<file path="src/rtl/core/mst_pkg.sv">
// Shared types, codes and default sizes for the counted multiset table.
package mst_pkg;

    // Fixed field widths.
    localparam int KEY_W    = 32;
    localparam int REQ_W    = 3;
    localparam int KIND_W   = 3;
    localparam int STATUS_W = 2;
    localparam int OCC_W    = 16;

    // Defaults for the top-level parameters.
    localparam int DEF_CAPACITY   = 32;
    localparam int DEF_COUNT_BITS = 16;

    // Request codes.
    localparam logic [REQ_W-1:0] REQ_ADD       = 3'd0;
    localparam logic [REQ_W-1:0] REQ_ERASE_ONE = 3'd1;
    localparam logic [REQ_W-1:0] REQ_ERASE_ALL = 3'd2;
    localparam logic [REQ_W-1:0] REQ_FIND      = 3'd3;
    localparam logic [REQ_W-1:0] REQ_COUNT     = 3'd4;
    localparam logic [REQ_W-1:0] REQ_LIST      = 3'd5;
    localparam logic [REQ_W-1:0] REQ_CLEAR     = 3'd6;

    // Reply kinds.
    localparam logic [KIND_W-1:0] KIND_ADD   = 3'd0;
    localparam logic [KIND_W-1:0] KIND_ERASE = 3'd1;
    localparam logic [KIND_W-1:0] KIND_FIND  = 3'd2;
    localparam logic [KIND_W-1:0] KIND_COUNT = 3'd3;
    localparam logic [KIND_W-1:0] KIND_LIST  = 3'd4;
    localparam logic [KIND_W-1:0] KIND_CLEAR = 3'd5;

    // Status codes.
    localparam logic [STATUS_W-1:0] STAT_OK        = 2'd0;
    localparam logic [STATUS_W-1:0] STAT_ABSENT    = 2'd1;
    localparam logic [STATUS_W-1:0] STAT_FULL      = 2'd2;
    localparam logic [STATUS_W-1:0] STAT_SATURATED = 2'd3;

    // One request beat.
    typedef struct packed {
        logic [REQ_W-1:0]        req_type;
        logic signed [KEY_W-1:0] key;
    } req_t;

    // One result beat.
    typedef struct packed {
        logic [KIND_W-1:0]       reply_kind;
        logic [STATUS_W-1:0]     status;
        logic                    found;
        logic [OCC_W-1:0]        occurrences;
        logic signed [KEY_W-1:0] entry_key;
        logic                    entry_valid;
        logic                    last;
    } rsp_t;

    // Sequencer states.
    typedef enum logic [2:0] {
        ST_IDLE,
        ST_SCAN,
        ST_ACT,
        ST_SHUP,
        ST_SHDN,
        ST_LIST
    } state_t;

    // Builds a result beat from its fields.
    function automatic rsp_t make_rsp(
        input logic [KIND_W-1:0]   kind,
        input logic [STATUS_W-1:0] status,
        input logic                found,
        input logic [OCC_W-1:0]    occ,
        input logic [KEY_W-1:0]    ekey,
        input logic                evalid,
        input logic                last
    );
        rsp_t r;
        r.reply_kind  = kind;
        r.status      = status;
        r.found       = found;
        r.occurrences = occ;
        r.entry_key   = ekey;
        r.entry_valid = evalid;
        r.last        = last;
        return r;
    endfunction

endpackage

</file>
<file path="src/rtl/core/mst_mem.sv">
// Entry store: one write port and one registered read port.
module mst_mem #(
    parameter int DEPTH = 32,
    parameter int WIDTH = 48
) (
    input  logic                     clk,
    input  logic                     we,
    input  logic [$clog2(DEPTH)-1:0] waddr,
    input  logic [WIDTH-1:0]         wdata,
    input  logic [$clog2(DEPTH)-1:0] raddr,
    output logic [WIDTH-1:0]         rdata
);

    logic [WIDTH-1:0] store_reg [DEPTH];
    logic [WIDTH-1:0] rdata_reg;

    // Synchronous write and registered read.
    always_ff @(posedge clk)
    begin
        if (we)
        begin
            store_reg[waddr] <= wdata;
        end
        rdata_reg <= store_reg[raddr];
    end

    assign rdata = rdata_reg;

endmodule

</file>
<file path="src/rtl/core/mst_ctrl.sv">
// Request sequencer: scans, updates and shifts the sorted entry store.
module mst_ctrl #(
    parameter int CAPACITY   = 32,
    parameter int COUNT_BITS = 16
) (
    input  logic                                        clk,
    input  logic                                        rst_n,
    input  logic                                        start,
    input  mst_pkg::req_t                               req,
    output logic                                        busy,
    output mst_pkg::rsp_t                               result,
    output logic                                        result_valid,
    output logic                                        mem_we,
    output logic [$clog2(CAPACITY)-1:0]                 mem_waddr,
    output logic [mst_pkg::KEY_W+COUNT_BITS-1:0]        mem_wdata,
    output logic [$clog2(CAPACITY)-1:0]                 mem_raddr,
    input  logic [mst_pkg::KEY_W+COUNT_BITS-1:0]        mem_rdata
);

    import mst_pkg::*;

    localparam int IDX_W  = $clog2(CAPACITY);
    localparam int USED_W = $clog2(CAPACITY + 1);
    localparam int ENT_W  = KEY_W + COUNT_BITS;
    localparam logic [COUNT_BITS-1:0] CNT_MAX = '1;
    localparam logic [COUNT_BITS-1:0] CNT_ONE = COUNT_BITS'(1);
    localparam logic [USED_W-1:0]     USED_ONE = USED_W'(1);
    localparam logic [USED_W-1:0]     USED_CAP = USED_W'(CAPACITY);

    state_t                  state_reg, state_next;
    req_t                    req_reg, req_next;
    logic [USED_W-1:0]       used_reg, used_next;
    logic [USED_W-1:0]       ptr_reg, ptr_next;
    logic [USED_W-1:0]       pos_reg, pos_next;
    logic                    pend_reg, pend_next;
    logic [IDX_W-1:0]        apend_reg, apend_next;
    logic                    present_reg, present_next;
    logic [COUNT_BITS-1:0]   cnt_reg, cnt_next;
    rsp_t                    res_reg, res_next;
    logic                    res_valid_reg, res_valid_next;

    logic [KEY_W-1:0]        rd_key;
    logic [COUNT_BITS-1:0]   rd_cnt;
    logic                    key_lt;
    logic                    scan_hit;
    logic                    scan_end;
    logic [USED_W-1:0]       apend_ext;
    logic [USED_W-1:0]       ptr_dec;
    logic                    list_last;

    // Low bits of a count, zero-extended when counts are narrow.
    function automatic logic [OCC_W-1:0] occ_of(input logic [COUNT_BITS-1:0] c);
        logic [COUNT_BITS+OCC_W-1:0] ext;
        ext = {{OCC_W{1'b0}}, c};
        return ext[OCC_W-1:0];
    endfunction

    // Fields of the entry read in the previous cycle.
    assign rd_key    = mem_rdata[ENT_W-1 -: KEY_W];
    assign rd_cnt    = mem_rdata[COUNT_BITS-1:0];
    assign key_lt    = $signed(rd_key) < $signed(req_reg.key);
    assign scan_hit  = pend_reg && !key_lt;
    assign scan_end  = !scan_hit && (ptr_reg >= used_reg);
    assign apend_ext = USED_W'(apend_reg);
    assign ptr_dec   = ptr_reg - USED_ONE;
    assign list_last = (apend_ext + USED_ONE) == used_reg;

    // Next state.
    always_comb
    begin
        state_next = state_reg;
        unique case (state_reg)
            ST_IDLE:
            begin
                if (start)
                begin
                    case (req.req_type) inside
                        REQ_ADD, REQ_ERASE_ONE, REQ_ERASE_ALL, REQ_FIND, REQ_COUNT:
                            state_next = ST_SCAN;
                        REQ_LIST:
                            state_next = (used_reg == '0) ? ST_IDLE : ST_LIST;
                        default:
                            state_next = ST_IDLE;
                    endcase
                end
            end
            ST_SCAN:
            begin
                if (scan_hit || scan_end)
                begin
                    state_next = ST_ACT;
                end
            end
            ST_ACT:
            begin
                state_next = ST_IDLE;
                case (req_reg.req_type) inside
                    REQ_ADD:
                    begin
                        if (!present_reg && used_reg != USED_CAP)
                        begin
                            state_next = ST_SHUP;
                        end
                    end
                    REQ_ERASE_ONE, REQ_ERASE_ALL:
                    begin
                        if (present_reg &&
                            !(req_reg.req_type == REQ_ERASE_ONE && cnt_reg > CNT_ONE))
                        begin
                            state_next = ST_SHDN;
                        end
                    end
                    default:
                        state_next = ST_IDLE;
                endcase
            end
            ST_SHUP:
            begin
                if (ptr_reg <= pos_reg && !pend_reg)
                begin
                    state_next = ST_IDLE;
                end
            end
            ST_SHDN:
            begin
                if (ptr_reg >= used_reg && !pend_reg)
                begin
                    state_next = ST_IDLE;
                end
            end
            ST_LIST:
            begin
                if (pend_reg && list_last)
                begin
                    state_next = ST_IDLE;
                end
            end
            default:
                state_next = ST_IDLE;
        endcase
    end

    // Datapath, memory access and result beats.
    always_comb
    begin
        req_next       = req_reg;
        used_next      = used_reg;
        ptr_next       = ptr_reg;
        pos_next       = pos_reg;
        pend_next      = 1'b0;
        apend_next     = apend_reg;
        present_next   = present_reg;
        cnt_next       = cnt_reg;
        res_next       = res_reg;
        res_valid_next = 1'b0;
        mem_we         = 1'b0;
        mem_waddr      = apend_reg;
        mem_wdata      = mem_rdata;
        mem_raddr      = ptr_reg[IDX_W-1:0];

        unique case (state_reg)
            ST_IDLE:
            begin
                if (start)
                begin
                    req_next = req;
                    ptr_next = '0;
                    if (req.req_type == REQ_CLEAR)
                    begin
                        used_next      = '0;
                        res_next       = make_rsp(KIND_CLEAR, STAT_OK, 1'b0, '0, '0,
                                                  1'b0, 1'b1);
                        res_valid_next = 1'b1;
                    end
                    else if (req.req_type == REQ_LIST && used_reg == '0)
                    begin
                        res_next       = make_rsp(KIND_LIST, STAT_OK, 1'b0, '0, '0,
                                                  1'b0, 1'b1);
                        res_valid_next = 1'b1;
                    end
                end
            end
            ST_SCAN:
            begin
                // Walk up from entry 0 until a key not below the request key.
                if (scan_hit)
                begin
                    pos_next     = apend_ext;
                    present_next = (rd_key == req_reg.key);
                    cnt_next     = (rd_key == req_reg.key) ? rd_cnt : '0;
                end
                else if (scan_end)
                begin
                    pos_next     = used_reg;
                    present_next = 1'b0;
                    cnt_next     = '0;
                end
                else
                begin
                    pend_next  = 1'b1;
                    apend_next = ptr_reg[IDX_W-1:0];
                    ptr_next   = ptr_reg + USED_ONE;
                end
            end
            ST_ACT:
            begin
                res_valid_next = 1'b1;
                case (req_reg.req_type) inside
                    REQ_ADD:
                    begin
                        if (present_reg)
                        begin
                            if (cnt_reg == CNT_MAX)
                            begin
                                res_next = make_rsp(KIND_ADD, STAT_SATURATED, 1'b1,
                                                    occ_of(cnt_reg), '0, 1'b0, 1'b1);
                            end
                            else
                            begin
                                mem_we    = 1'b1;
                                mem_waddr = pos_reg[IDX_W-1:0];
                                mem_wdata = {req_reg.key, cnt_reg + CNT_ONE};
                                res_next  = make_rsp(KIND_ADD, STAT_OK, 1'b1,
                                                     occ_of(cnt_reg + CNT_ONE), '0,
                                                     1'b0, 1'b1);
                            end
                        end
                        else if (used_reg == USED_CAP)
                        begin
                            res_next = make_rsp(KIND_ADD, STAT_FULL, 1'b0, '0, '0,
                                                1'b0, 1'b1);
                        end
                        else
                        begin
                            // Open a gap at the insert position; result comes later.
                            res_valid_next = 1'b0;
                            ptr_next       = used_reg;
                        end
                    end
                    REQ_ERASE_ONE, REQ_ERASE_ALL:
                    begin
                        if (!present_reg)
                        begin
                            res_next = make_rsp(KIND_ERASE, STAT_ABSENT, 1'b0, '0, '0,
                                                1'b0, 1'b1);
                        end
                        else if (req_reg.req_type == REQ_ERASE_ONE && cnt_reg > CNT_ONE)
                        begin
                            mem_we    = 1'b1;
                            mem_waddr = pos_reg[IDX_W-1:0];
                            mem_wdata = {req_reg.key, cnt_reg - CNT_ONE};
                            res_next  = make_rsp(KIND_ERASE, STAT_OK, 1'b1,
                                                 occ_of(cnt_reg - CNT_ONE), '0,
                                                 1'b0, 1'b1);
                        end
                        else
                        begin
                            // Close the gap over the removed entry; result comes later.
                            res_valid_next = 1'b0;
                            ptr_next       = pos_reg + USED_ONE;
                        end
                    end
                    REQ_FIND:
                    begin
                        res_next = make_rsp(KIND_FIND,
                                            present_reg ? STAT_OK : STAT_ABSENT,
                                            present_reg, occ_of(cnt_reg), '0,
                                            1'b0, 1'b1);
                    end
                    default:
                    begin
                        res_next = make_rsp(KIND_COUNT,
                                            present_reg ? STAT_OK : STAT_ABSENT,
                                            present_reg, occ_of(cnt_reg), '0,
                                            1'b0, 1'b1);
                    end
                endcase
            end
            ST_SHUP:
            begin
                // Move entries up by one, top first, then drop in the new key.
                if (pend_reg)
                begin
                    mem_we    = 1'b1;
                    mem_waddr = apend_reg + IDX_W'(1);
                    mem_wdata = mem_rdata;
                end
                if (ptr_reg > pos_reg)
                begin
                    mem_raddr  = ptr_dec[IDX_W-1:0];
                    apend_next = ptr_dec[IDX_W-1:0];
                    ptr_next   = ptr_dec;
                    pend_next  = 1'b1;
                end
                else if (!pend_reg)
                begin
                    mem_we         = 1'b1;
                    mem_waddr      = pos_reg[IDX_W-1:0];
                    mem_wdata      = {req_reg.key, CNT_ONE};
                    used_next      = used_reg + USED_ONE;
                    res_next       = make_rsp(KIND_ADD, STAT_OK, 1'b0, occ_of(CNT_ONE),
                                              '0, 1'b0, 1'b1);
                    res_valid_next = 1'b1;
                end
            end
            ST_SHDN:
            begin
                // Move entries above the removed one down by one, bottom first.
                if (pend_reg)
                begin
                    mem_we    = 1'b1;
                    mem_waddr = apend_reg - IDX_W'(1);
                    mem_wdata = mem_rdata;
                end
                if (ptr_reg < used_reg)
                begin
                    apend_next = ptr_reg[IDX_W-1:0];
                    ptr_next   = ptr_reg + USED_ONE;
                    pend_next  = 1'b1;
                end
                else if (!pend_reg)
                begin
                    used_next      = used_reg - USED_ONE;
                    res_next       = make_rsp(KIND_ERASE, STAT_OK, 1'b1, '0, '0,
                                              1'b0, 1'b1);
                    res_valid_next = 1'b1;
                end
            end
            ST_LIST:
            begin
                // One beat per entry as each read returns.
                if (pend_reg)
                begin
                    res_next       = make_rsp(KIND_LIST, STAT_OK, 1'b0, occ_of(rd_cnt),
                                              rd_key, 1'b1, list_last);
                    res_valid_next = 1'b1;
                end
                if (ptr_reg < used_reg)
                begin
                    apend_next = ptr_reg[IDX_W-1:0];
                    ptr_next   = ptr_reg + USED_ONE;
                    pend_next  = 1'b1;
                end
            end
            default:
            begin
                res_valid_next = 1'b0;
            end
        endcase
    end

    // Control registers.
    always_ff @(posedge clk or negedge rst_n)
    begin
        if (!rst_n)
        begin
            state_reg     <= ST_IDLE;
            used_reg      <= '0;
            pend_reg      <= 1'b0;
            res_valid_reg <= 1'b0;
        end
        else
        begin
            state_reg     <= state_next;
            used_reg      <= used_next;
            pend_reg      <= pend_next;
            res_valid_reg <= res_valid_next;
        end
    end

    // Payload registers.
    always_ff @(posedge clk)
    begin
        req_reg     <= req_next;
        ptr_reg     <= ptr_next;
        pos_reg     <= pos_next;
        apend_reg   <= apend_next;
        present_reg <= present_next;
        cnt_reg     <= cnt_next;
        res_reg     <= res_next;
    end

    assign busy         = (state_reg != ST_IDLE);
    assign result       = res_reg;
    assign result_valid = res_valid_reg;

    // The table never holds more entries than it has room for.
    a_used_bound: assert property (@(posedge clk) disable iff (!rst_n)
        used_reg <= USED_CAP)
        else $error("entry count exceeds capacity");

    // The store is only written while a request is in progress.
    a_write_busy: assert property (@(posedge clk) disable iff (!rst_n)
        mem_we |-> state_reg != ST_IDLE)
        else $error("store written while idle");

    // An insert shift only starts when a free entry exists.
    a_shup_room: assert property (@(posedge clk) disable iff (!rst_n)
        state_reg == ST_SHUP |-> used_reg < USED_CAP)
        else $error("insert shift on a full table");

    // A clear empties the table at once.
    a_clear: assert property (@(posedge clk) disable iff (!rst_n)
        (state_reg == ST_IDLE && start && req.req_type == REQ_CLEAR) |=>
        (used_reg == '0 && res_valid_reg))
        else $error("clear did not empty the table");

endmodule

</file>
<file path="src/rtl/core/counted_multiset_table.sv">
// Top level of the counted multiset table: sequencer plus entry store.
//
// A request beat (req) is taken at a rising edge where start is high and busy
// is low. Each request except an unknown code produces one result beat; a list
// request produces one beat per distinct key in ascending order, or a single
// beat with entry_valid low when the table is empty. The last beat of a
// request has last set. Each result beat sits on result for exactly one cycle
// with result_valid high; the receiver cannot stall it.
// Clear and an empty list answer in the cycle after they are taken, with
// busy staying low. Other requests first scan the sorted store from entry 0,
// one entry per cycle, then take a decision step. An insert or a remove then
// moves the entries above the key by one place, one entry at a time. A list
// gives one beat per cycle. The single read port and single write port of
// the store are why entries are handled one at a time.
// Reset empties the table at once; no clearing pass runs, since entries at
// or above the used count are never read.
module counted_multiset_table #(
    parameter int CAPACITY   = mst_pkg::DEF_CAPACITY,
    parameter int COUNT_BITS = mst_pkg::DEF_COUNT_BITS
) (
    input  logic          clk,
    input  logic          rst_n,
    input  logic          start,
    input  mst_pkg::req_t req,
    output logic          busy,
    output mst_pkg::rsp_t result,
    output logic          result_valid
);

    import mst_pkg::*;

    localparam int IDX_W = $clog2(CAPACITY);
    localparam int ENT_W = KEY_W + COUNT_BITS;

    logic             mem_we;
    logic [IDX_W-1:0] mem_waddr;
    logic [ENT_W-1:0] mem_wdata;
    logic [IDX_W-1:0] mem_raddr;
    logic [ENT_W-1:0] mem_rdata;

    // Request sequencer.
    mst_ctrl #(
        .CAPACITY   (CAPACITY),
        .COUNT_BITS (COUNT_BITS)
    ) u_ctrl (
        .clk          (clk),
        .rst_n        (rst_n),
        .start        (start),
        .req          (req),
        .busy         (busy),
        .result       (result),
        .result_valid (result_valid),
        .mem_we       (mem_we),
        .mem_waddr    (mem_waddr),
        .mem_wdata    (mem_wdata),
        .mem_raddr    (mem_raddr),
        .mem_rdata    (mem_rdata)
    );

    // Sorted key and count store.
    mst_mem #(
        .DEPTH (CAPACITY),
        .WIDTH (ENT_W)
    ) u_mem (
        .clk   (clk),
        .we    (mem_we),
        .waddr (mem_waddr),
        .wdata (mem_wdata),
        .raddr (mem_raddr),
        .rdata (mem_rdata)
    );

endmodule

</file>
<file path="config.mk">
export PLATFORM = sky130hd
export DESIGN_NAME = counted_multiset_table
export DESIGN_NICKNAME = d
export VERILOG_FILES = /design/src/rtl/core/mst_pkg.sv /design/src/rtl/core/mst_mem.sv /design/src/rtl/core/mst_ctrl.sv /design/src/rtl/core/counted_multiset_table.sv
export SDC_FILE = /design/constraint.sdc
export NUM_CORES = 2
export LEC_CHECK = 0
export ABC_AREA = 0
export BUFFER_PORTS_ARGS = -buffer_cell sky130_fd_sc_hd__buf_2
export CAP_MARGIN = 5
export CORE_ASPECT_RATIO = 1.2
export CORE_MARGIN = 2
export CORE_UTILIZATION = 41
export CTS_CLUSTER_DIAMETER = 200
export DETAILED_ROUTE_END_ITERATION = 12
export SETUP_SLACK_MARGIN = 0.3
export SLEW_MARGIN = 10
export SYNTH_ARGS = -nofsm -noshare
export SYNTH_HDL_FRONTEND = slang
export SYNTH_SLANG_ARGS = --single-unit
</file>
<file path="constraint.sdc">
create_clock -name clk -period 11.1 [get_ports clk]
set_input_delay 1.665 -clock clk [delete_from_list [all_inputs] [get_ports clk]]
set_output_delay 1.665 -clock clk [all_outputs]
set_load 0.02 [all_outputs]
</file>
==> impl_metrics.env <==
export IMPL_numCtsBuffers=171
export IMPL_firstDrtPassIters=6
export IMPL_reg2regPathDepth=11
export IMPL_startpoint_type="register"
export IMPL_ys_warn_count=0
export IMPL_hold_viol_final=0
export IMPL_synth_edf_count=1661
export IMPL_synthArstFlopShare_pct=0.640
export IMPL_ios=96
export IMPL_p_sw_mw=8.60
export IMPL_htree_levels=4
export IMPL_track_usage_pct=23.9
export IMPL_clockBufferDepth=3
export IMPL_cts_resized=0
export IMPL_avgSynthCellArea_sq_um=13.3
export IMPL_fin_worst_skew_ns=0.0430
export IMPL_fin_setup_tns_ns=0
export IMPL_swShare_pct=37.8
export IMPL_hpwlAfterDp_um=105000
export IMPL_post_cts_buffers=0
export IMPL_placedCellCount=7330
export IMPL_ir_worst_vdd_v=0.000319
export IMPL_synth_top_area_share_pct=72.1
export IMPL_r2r_end="u_mem.store_reg[26][27]"
export IMPL_setup_worst_path_end_class="register"
export IMPL_nFillCells=14800
export IMPL_cts_tree="built"
export IMPL_intPower_mw=14.1
export IMPL_finalWirelength_um=209000
export IMPL_setup_worst_path_start="u_ctrl.state_reg[2]"
export IMPL_synthTopCellsByArea="edfxtp_1 (72%), nand2_1 (6.7%), nand3_1 (3.0%), nand4_1 (2.2%), a211oi_1 (2.1%)"
export IMPL_slowest_stage="nor2_4"
export IMPL_worstMarginPinSlew_ns=1.27
export IMPL_final_cell_count_no_fill=7653
export IMPL_critPathKind="register to register"
export IMPL_drv_cap=0
export IMPL_cts_hold_buf=0
export IMPL_largest_reg_flops=1536
export IMPL_postRouteAntennaNets=0
export IMPL_antenna_found_initial=9
export IMPL_syn2layout_area_growth_pct=13.4
export IMPL_synthCells=5214
export IMPL_place_gp_congestion=0.868
export IMPL_post_place_ws_ns=5.27
export IMPL_finalSetupViolCount=0
export IMPL_cp_arrival_ns=6.35
export IMPL_clock_latency_ns=0.84
export IMPL_drive_above_1_share_pct=11.0
export IMPL_cts_sinks=1720
export IMPL_power_frac_comb_pct=33.0
export IMPL_finalInstanceArea_sq_um=78500
export IMPL_grt_overflow=0
export IMPL_layout_commonest_cell="edfxtp_1"
export IMPL_regToRegStartpoint="u_ctrl.state_reg[2]"
export IMPL_vias_per_cell=5.87
export IMPL_maxSlewHeadroom_pct=15.3
export IMPL_synth_top_area_cell="edfxtp_1"
export IMPL_final_cell_mix="edfxtp_1 (1,661), nand2_1 (1,236), nand3_1 (408), nand4_1 (247), and3_1 (229)"
export IMPL_synth_ff_latch_count=1720
export IMPL_min_period_ns=5.91
export IMPL_max_stage_delay_ns=0.98
export IMPL_whs_endpoint="u_ctrl.cnt_reg[5]"
export IMPL_grt_max_degree=215
export IMPL_initial_core_util_pct=41.2
export IMPL_final_nets=5345
export IMPL_root_buffer="clkbuf_16"
export IMPL_hold_class="register to register"
export IMPL_vias=44900
export IMPL_status="completed"
export IMPL_power_density_nw_per_um2=290
export IMPL_max_freq_mhz=169
export IMPL_rsz0062_at_grt="false"
export IMPL_synth_fp_nets=5310
export IMPL_routedWlPerCell_um=27.3
export IMPL_drc=0
export IMPL_path_cells="buf_4 > and2b_1 > nand2_1 > inv_2 > nand2_1 > a21oi_1 > or3b_1 > a221oi_2 > nand2_1 > nor2_4 > buf_4"
export IMPL_die_area_sq_um=172000
export IMPL_min_path_cells=1
export IMPL_drv_slew=0
export IMPL_grt_pass1_vias=42700
export IMPL_fp_dieH_um=454
export IMPL_min_period_over_period_pct=53.3
export IMPL_hold_start="u_mem.rdata[5]"
export IMPL_ys_seq_area_share_pct=73.8
export IMPL_drt_iter0_markers=5348
export IMPL_core_area_sq_um=168000
export IMPL_synth_main_ff_cell="edfxtp_1"
export IMPL_pwr_share_seq_pct=40.8
export IMPL_r2r_slack_ns=5.19
export IMPL_portBuffers=95
export IMPL_placed_area_sq_um=72700
export IMPL_clk_pin_slew_worst_paths_ns=0.07
export IMPL_worstPathMaxFanout=49
export IMPL_syn_area_sq_um=69200
export IMPL_ys_types=83
export IMPL_setup_ws_ns=5.19
export IMPL_die_width_um=379
export IMPL_crit_path_frequent_cell="nand2_1"
export IMPL_required_ns=11.54
export IMPL_core_rowCount=165
export IMPL_grt_pass1_wl_um=300000
export IMPL_power_frac_clock_pct=26.2
export IMPL_leakage_nw=26.6
==> worst max path at each step <==
stage	to	slack (ns)	cells past startpoint
final	u_mem.store_reg[26][27]	5.19	11
after global routing	u_mem.store_reg[23][33]	4.99	8
after floorplan	u_mem.store_reg[19][0]	5.94	12
after global placement	u_mem.store_reg[26][22]	5.26	11
after detailed placement	u_mem.store_reg[26][27]	5.27	11
after CTS	u_mem.store_reg[26][27]	5.24	11
==> power by group through the flow <==
stage	combinational [mW]	clock [mW]	sequential [mW]
2_1_floorplan	4.54	0	9.28
3_3_place_gp	7.34	0	9.39
3_5_place_dp	7.41	0	9.40
4_1_cts	7.44	6.03	9.27
5_1_grt	8.09	6.26	9.32
6_report	7.50	5.96	9.27
==> through the flow <==
| step | util [%] | hold slack (ns) | power [mW] |
|---|---|---|---|
| finish | 46.7 | 0.581 | 22.7 |
| global route | 46.7 | 0.605 | 23.7 |
| CTS | 46.7 | 0.584 | 22.7 |
| detailed placement | 43.2 | 0.567 | 16.8 |
| global placement | 43.2 | 0.566 | 16.7 |
| floorplan | - | 0.521 | 13.8 |
==> cell usage after synthesis (all sizes together), types with 38 or more instances <==
cell type / number
inv: 63
nand2: 1237
o21ai: 38
nand3: 410
nand4: 247
a21oi: 48
nor2: 106
ha: 57
and3: 229
clkbuf: 269
buf: 86
edfxtp: 1661
a211oi: 197
dfxtp: 48
a31oi: 193
==> final cells by class <==
cell class / count / area, sq um / share of cell area, %
Sequential cell: 1720 / 51100 / 65.1
Multi-Input combinational cell: 3076 / 17000 / 21.7
Clock buffer: 227 / 4770 / 6.07
Tap cell: 2254 / 2820 / 3.59
Timing Repair Buffer: 217 / 1480 / 1.88
Clock inverter: 93 / 1030 / 1.32
Inverter: 63 / 236 / 0.301
Antenna cell: 3 / 7.51 / 0.00957
==> metal layers <==
layer  vias to the layer above  track usage (%)  part of all wire, %
li1                      19700                -                    -
met1                     22800             32.8                   41
met2                      2109             39.2                   48
met3                       324             4.01                  8.3
met4                         8             7.25                  2.9
met5                         -                0                0.019
==> critical path: cells and delay by family (launching register included) <==
family | cells | cell delay (ns)
DFF | 1 | 0.34
buffers and inverters | 3 | 1.60
AOI/OAI and AO/OA | 2 | 0.57
and+or+nand+nor | 6 | 2.94
==> cell families after synthesis <==
group                      count (synthesis)  share of synthesized area [%]
AOI/OAI and AO/OA                        617                           6.27
xor gates and xnor gates                  52                          0.658
adders and majority gates                 58                           1.06
buffers and inverters                    418                           2.35
DFF                                     1720                           73.8
muxes                                     13                          0.193
and+or+nand+nor                         2336                           15.6
Power figures use the tool's default switching activity.
